## src/wosc_pkg.sv

```systemverilog
package wosc_pkg;

  // Default build values for the oscillator
  localparam int unsigned PhaseStepsDef       = 1024;
  localparam int unsigned PeakToPeakDef       = 32768;
  localparam int unsigned StepFractionBitsDef = 16;

  // Fixed field widths
  localparam int unsigned TickW     = 32;
  localparam int unsigned StepW     = 26;
  localparam int unsigned PulseW    = 16;
  localparam int unsigned WaveSelW  = 2;
  localparam int unsigned SampleW   = 16;
  localparam int unsigned InDataW   = 8;
  localparam int unsigned CfgIndexW = 2;
  localparam int unsigned CfgDataW  = 32;

  // Configuration register indexes
  typedef enum logic [CfgIndexW-1:0] {
    REG_WAVE_SEL   = 2'd0,
    REG_PHASE_STEP = 2'd1,
    REG_PULSE_W    = 2'd2
  } cfg_reg_e;

  // Waveform selector codes
  typedef enum logic [WaveSelW-1:0] {
    WAVE_SAW   = 2'd0,
    WAVE_TRI   = 2'd1,
    WAVE_PULSE = 2'd2
  } wave_e;

endpackage

```

## src/wavetable_oscillator.sv

```systemverilog
// Channel    | Dir | Signals                               | Payload
// -----------+-----+---------------------------------------+------------------------------
// s_axis     | in  | s_axis_tvalid/tready/tdata[7:0]       | [0] advance
// m_axis     | out | m_axis_tvalid/tready/tdata[15:0]      | [15:0] sample (signed)
// cfg        | in  | cfg_valid_i/ready_o/index_i/data_i    | index 0 wave, 1 step, 2 width
//
// A request, once taken, steps the sequencer through phase, wave, diff and out; the
// result then sits in the output register, and a new request is accepted only once
// the sequencer is back in idle. The single 32x26 multiplier is used twice per
// request (tick times phase step, then peak-to-peak times position).
// s_axis_tready is high only while the sequencer is idle; a held result stalls
// the last step until m_axis accepts. Reset clears the tick count, config registers,
// sequencer and output valid. cfg is always ready.
module wavetable_oscillator
  import wosc_pkg::*;
#(
  parameter int unsigned PHASE_STEPS        = PhaseStepsDef,
  parameter int unsigned PEAK_TO_PEAK       = PeakToPeakDef,
  parameter int unsigned STEP_FRACTION_BITS = StepFractionBitsDef
) (
  input  logic                 clk_i,
  input  logic                 rst_ni,
  input  logic                 s_axis_tvalid,
  output logic                 s_axis_tready,
  input  logic [InDataW-1:0]   s_axis_tdata,   // [0] advance, [7:1] zero
  output logic                 m_axis_tvalid,
  input  logic                 m_axis_tready,
  output logic [SampleW-1:0]   m_axis_tdata,   // [15:0] sample
  input  logic                 cfg_valid_i,
  output logic                 cfg_ready_o,
  input  logic [CfgIndexW-1:0] cfg_index_i,
  input  logic [CfgDataW-1:0]  cfg_data_i
);

  localparam int unsigned IdxW  = $clog2(PHASE_STEPS);
  localparam int unsigned PtpW  = $clog2(PEAK_TO_PEAK + 1);
  localparam int unsigned MW    = PtpW + IdxW + 1;
  localparam int unsigned NumW  = MW + 2;
  localparam int unsigned ProdW = TickW + StepW;
  localparam int unsigned CmpW  = 2 * IdxW + PulseW + 1;
  localparam logic signed [NumW-1:0] HalfN =
      NumW'(PEAK_TO_PEAK / 2) <<< IdxW;
  localparam logic signed [NumW-1:0] RoundBias = NumW'(PHASE_STEPS - 1);

  typedef enum logic [4:0] {
    ST_IDLE  = 5'b00001,
    ST_PHASE = 5'b00010,
    ST_WAVE  = 5'b00100,
    ST_DIFF  = 5'b01000,
    ST_OUT   = 5'b10000
  } state_e;

  state_e state_q, state_d;

  logic [WaveSelW-1:0]    wave_sel_q;
  logic [StepW-1:0]       phase_step_q;
  logic [PulseW-1:0]      pulse_width_q;
  logic [TickW-1:0]       tick_q;
  logic                   adv_q;
  logic [ProdW-1:0]       prod_q, prod_d;
  logic                   tri_hi_q, pulse_hi_q;
  logic signed [NumW-1:0] num_q, num_d;
  logic                   out_valid_q;
  logic [SampleW-1:0]     sample_q;

  logic [TickW-1:0]       mul_a;
  logic [StepW-1:0]       mul_b;
  logic [IdxW-1:0]        pos;
  logic [IdxW:0]          wave_op;
  logic signed [NumW-1:0] m_ext;
  logic signed [NumW-1:0] rounded, shifted;
  logic signed [NumW+SampleW-1:0] ext;
  logic                   in_req, out_free;

  assign in_req        = s_axis_tvalid && s_axis_tready;
  assign s_axis_tready = (state_q == ST_IDLE);
  assign out_free      = !out_valid_q || m_axis_tready;
  assign cfg_ready_o   = 1'b1;

  // Table position from the phase product
  assign pos = prod_q[STEP_FRACTION_BITS +: IdxW];

  // Multiplier operand for the waveform step
  always_comb begin
    case (wave_sel_q)
      WAVE_TRI: wave_op = {pos[IdxW-2:0], 1'b0};
      default:  wave_op = {1'b0, pos};
    endcase
  end

  // Shared multiplier
  always_comb begin
    if (state_q == ST_WAVE) begin
      mul_a = TickW'(PEAK_TO_PEAK);
      mul_b = StepW'(wave_op);
    end else begin
      mul_a = tick_q;
      mul_b = phase_step_q;
    end
    prod_d = ProdW'(mul_a) * ProdW'(mul_b);
  end

  // Numerator ahead of the divide by table size
  assign m_ext = NumW'(prod_q[MW-1:0]);
  always_comb begin
    case (wave_sel_q)
      WAVE_SAW:   num_d = m_ext - HalfN;
      WAVE_TRI:   num_d = tri_hi_q ? (HalfN - m_ext) : (m_ext - HalfN);
      WAVE_PULSE: num_d = pulse_hi_q ? HalfN : -HalfN;
      default:    num_d = '0;
    endcase
  end

  // Divide by table size, truncating toward zero
  assign rounded = num_q + (num_q[NumW-1] ? RoundBias : '0);
  assign shifted = rounded >>> IdxW;
  assign ext     = {{SampleW{shifted[NumW-1]}}, shifted};

  // Sequencer
  always_comb begin
    state_d = state_q;
    case (state_q)
      ST_IDLE:  if (in_req) state_d = ST_PHASE;
      ST_PHASE: state_d = ST_WAVE;
      ST_WAVE:  state_d = ST_DIFF;
      ST_DIFF:  state_d = ST_OUT;
      ST_OUT:   if (out_free) state_d = ST_IDLE;
      default:  state_d = ST_IDLE;
    endcase
  end

  // Control and configuration registers
  always_ff @(posedge clk_i or negedge rst_ni) begin
    if (!rst_ni) begin
      state_q       <= ST_IDLE;
      wave_sel_q    <= '0;
      phase_step_q  <= '0;
      pulse_width_q <= '0;
      tick_q        <= '0;
      out_valid_q   <= 1'b0;
    end else begin
      state_q <= state_d;
      if (cfg_valid_i && cfg_ready_o) begin
        case (cfg_index_i)
          REG_WAVE_SEL:   wave_sel_q    <= cfg_data_i[WaveSelW-1:0];
          REG_PHASE_STEP: phase_step_q  <= cfg_data_i[StepW-1:0];
          REG_PULSE_W:    pulse_width_q <= cfg_data_i[PulseW-1:0];
          default: ;
        endcase
      end
      // tick advances, when the advance bit is set, as the phase product is taken
      if (state_q == ST_PHASE && adv_q) begin
        tick_q <= tick_q + 1'b1;
      end
      if (state_q == ST_OUT && out_free) begin
        out_valid_q <= 1'b1;
      end else if (m_axis_tready) begin
        out_valid_q <= 1'b0;
      end
    end
  end

  // Datapath registers
  always_ff @(posedge clk_i) begin
    if (in_req) begin
      adv_q <= s_axis_tdata[0];
    end
    if (state_q == ST_PHASE || state_q == ST_WAVE) begin
      prod_q <= prod_d;
    end
    if (state_q == ST_WAVE) begin
      tri_hi_q   <= pos[IdxW-1];
      pulse_hi_q <= ((CmpW'(pos) << (IdxW + 1)) < CmpW'(pulse_width_q));
    end
    if (state_q == ST_DIFF) begin
      num_q <= num_d;
    end
    if (state_q == ST_OUT && out_free) begin
      sample_q <= ext[SampleW-1:0];
    end
  end

  assign m_axis_tvalid = out_valid_q;
  assign m_axis_tdata  = sample_q;

endmodule

```

## config.mk

```make
export PLATFORM = sky130hd
export DESIGN_NAME = wavetable_oscillator
export DESIGN_NICKNAME = d
export VERILOG_FILES = /design/src/wosc_pkg.sv /design/src/wavetable_oscillator.sv
export SDC_FILE = /design/constraint.sdc
export NUM_CORES = 1
export LEC_CHECK = 0
export BUFFER_PORTS_ARGS = -buffer_cell sky130_fd_sc_hd__buf_2
export CORE_MARGIN = 2
export CORE_UTILIZATION = 50
export CTS_CLUSTER_DIAMETER = 120
export CTS_CLUSTER_SIZE = 10
export DETAILED_ROUTE_END_ITERATION = 8
export PLACE_DENSITY = 0.67
export SLEW_MARGIN = 30
export SYNTH_ARGS = -nofsm -noshare
export SYNTH_HDL_FRONTEND = slang
export SYNTH_SLANG_ARGS = --single-unit
```

## constraint.sdc

```tcl
create_clock -name clk_i -period 15.8 [get_ports clk_i]
set_input_delay 3.16 -clock clk_i [delete_from_list [all_inputs] [get_ports clk_i]]
set_output_delay 3.16 -clock clk_i [all_outputs]
set_load 0.1 [all_outputs]
```

==> out/results.tsv <==
metric	value	unit
status	finished, final reports clean	
n_fill_cell	3188	
hold_buffers	0	
switching_share	44.6	%
pin_count	66	
antenna_found_initial	0	
routed_wl	44900	um
fin_crit_sh	54.0	%
p_comb_share	50.6	%
gp_congestion	0.873	
clkPwrFrac	20.0	%
start_kind	flip-flop	
min_period	8.53	ns
yosys.area.top_type	fa_1	
grtUsageTotal	24.8	%
path_max_fanout	265	
post_cts_buffers	0	
dr.pass1.iters	5	
p_leak	9.75	nW
routedWlPerCell	18.9	um
p_per_area	110	nW/um^2
fp-row-count	70	
synth-seq-cells	150	
seqCellArea	4120	sq um
vias	13091	
cts_sinks	150	
switchingPower	966	uW
crit_path_end_kind	flip-flop	
slew_viol_final	0	
post-route-drc-count	0	
yosys-top-cells-area	fa_1 30%, edfxtp_1 12%, dfrtp_1 10%, inv_1 7.8%, ha_1 7.7%	
netlist_instances	1921	
slew_headroom	29.3	%
synth_cell_types	65	
grt_pass1_vias	13891	
final_layout_size_suffix_gt1_share	8.39	%
root_buffer	clkbuf_16	
peakVddDrop	0.0000839	V
fin_cells	2376	
critical_path_class	reg -> reg	
post-synth-top-count-cell	inv_1	
cts-resized-gates	0	
dp_cells	2344	
yosysWarnings	0	
synth_common_cells	383 x inv_1, 280 x fa_1, 194 x and3_1, 172 x nand2_1, 114 x ha_1	
via_per_inst	5.51	
synthFlopType	dfrtp_1	
die_y	197	um
critPathRequiredTime	15.98	ns
grt_pass1_wl	73600	um
grt_max_degree	266	
cts_max_level	4	
fmax	0.117	GHz
numCtsBuffers	17	
netlist_area	18500	sq um
clk_latency	0.45	ns
grt-ovfl-total	0	
synth_top_area_share	30.3	%
drt_iter0_drc	1022	
initial_core_util	50.7	%
area_growth_syn_to_layout	6.11	%
ant_nets	0	
final_hold_viol_count	0	
die_x	197	um
synth-edff-count	73	
avgSynthCellArea	9.65	sq um
cts_tree	done	
final_area	19700	sq um
final_nets	2336	
setup-tns-final	0	ns
antenna_cells	0	
tightest_slew	1.06	ns
dp_hpwl	33800	um
seqPwrFrac	29.4	%
synth-async-reset-ratio	51.3	%
internal-power	1.20	mW
seq_area_frac_synth	22.2	%
path_clk_slew	0.06	ns
placed_cell_area	19100	sq um
multi_input_area	12500	sq um
crit_arrival	8.71	ns
setup_violations	0	
core-area	36500	sq um
skew	0.0114	ns
rsz0062_at_grt	false	
clock_path_buffers	2	
dieArea	38600	sq um
hold_class	reg -> reg	
portBuffers	51	
maxCapViolCount	0	
syn_nets	2362	
-- worst max-delay path, cell delays in order, from the launching register on --
cell and delay [ns]:
dfstp_2 0.55, nor3_1 0.07, nand3b_1 0.14, buf_12 0.50, inv_1 0.43, nor2_1 0.86
nand2_1 0.17, fa_1 0.51, fa_1 0.57, inv_1 0.06, fa_1 0.53, inv_1 0.06
fa_1 0.57, inv_1 0.07, fa_1 0.53, inv_1 0.06, fa_1 0.50, fa_1 0.45
xnor2_1 0.28, xnor2_1 0.14, xnor2_1 0.29, xnor2_1 0.18, xnor2_1 0.14, xnor2_1 0.42
xnor2_1 0.13
-- layout by cell type, fill, tap and decap left out, drive strengths merged, types with 5 or more instances in the layout --
cell type    n
a21o         6
a21oi       36
a31oi        7
and2        18
and3       195
buf         67
clkbuf      19
dfrtp       76
edfxtp      73
fa         280
ha         114
inv        387
mux2        45
mux2i        9
nand2      172
nand2b       8
nand3       80
nand3b       5
nor2        64
nor2b        8
nor3         9
nor4         8
o21ai       27
or3          5
xnor2       93
xor2        35
-- sequential cells by signal (all words and copies together) (netlist names) --
| name | count |
|---|---|
| num_q | 27 |
| prod_q | 27 |
| tick_q | 27 |
| phase_step_q | 26 |
| m_axis_tdata | 16 |
| pulse_width_q | 16 |
| state_q | 5 |
| wave_sel_q | 2 |
| adv_q | 1 |
| m_axis_tvalid | 1 |
| pulse_hi_q | 1 |
| tri_hi_q | 1 |
-- power groups by stage --
stage          clock [mW]  combinational, mW  sequential [mW]
5_1_grt             0.455               1.25            0.644
4_1_cts             0.442               1.10            0.631
6_report            0.432               1.10            0.636
3_3_place_gp            0               1.07            0.635
3_5_place_dp            0               1.09            0.640
2_1_floorplan           0              0.840            0.572
-- per-stage QoR --
stage | power [mW] | hold WS [ns] | setup slack, ns | utilization [%]
2_1_floorplan | 1.41 | 0.446 | 8.71 | -
3_3_place_gp | 1.70 | 0.463 | 7.29 | 52.2
3_5_place_dp | 1.73 | 0.468 | 7.16 | 52.2
4_1_cts | 2.17 | 0.476 | 7.16 | 53.8
5_1_grt | 2.35 | 0.506 | 6.66 | 53.8
6_report | 2.16 | 0.479 | 7.27 | 53.8
-- cell families (layout without fill, tap and decap cells) --
logic type / Yosys count / after routing / share of synthesized area [%]
AOI/OAI and AO/OA: 111 / 111 / 3.75
xor gates and xnor gates: 129 / 129 / 6.17
adders and majority gates: 394 / 394 / 37.9
buffers and inverters: 495 / 482 / 10.2
DFF: 150 / 150 / 22.2
muxes: 54 / 54 / 3.22
other: 1 / 1 / 0.0202
and+or+nand+nor: 587 / 587 / 16.5
-- final timing paths --
check,start,to,slack [ns],depth (start not counted)
worst max-delay path,state_q[0]$_DFFE_PN1P_,prod_q[26]$_DFFE_PP_,7.27,24
worst min-delay path,tick_q[26]$_DFFE_PN0P_,tick_q[26]$_DFFE_PN0P_,0.48,1
min in group asynchronous,rst_ni,state_q[1]$_DFFE_PN0P_,2.58,1
max in group asynchronous,rst_ni,tick_q[7]$_DFFE_PN0P_,12.00,2
worst max register to register,state_q[0]$_DFFE_PN1P_,prod_q[26]$_DFFE_PP_,7.27,24
worst min register to register,tick_q[26]$_DFFE_PN0P_,tick_q[26]$_DFFE_PN0P_,0.48,1
-- layout make-up --
cell class / instances / area share [%]
Timing Repair Buffer: 67 / 1.99
Tap cell: 468 / 2.98
Clock inverter: 13 / 0.865
Clock buffer: 19 / 2.20
Inverter: 383 / 7.31
Sequential cell: 150 / 21.0
Multi-Input combinational cell: 1276 / 63.7
-- per-layer routing --
layer | share of wire (%) | global-route usage (%) | wire length, um | vias to the layer above
met1 | 40 | 30.9 | 17900 | 6566
met3 | 7.5 | 5.24 | 3370 | 81
met2 | 50 | 43.2 | 22400 | 448
li1 | - | - | - | 5996
met4 | 2.6 | 8.08 | 1160 | 0
met5 | 0 | 0 | 0 | -
Note: power is estimated with default switching activity, not from simulation.
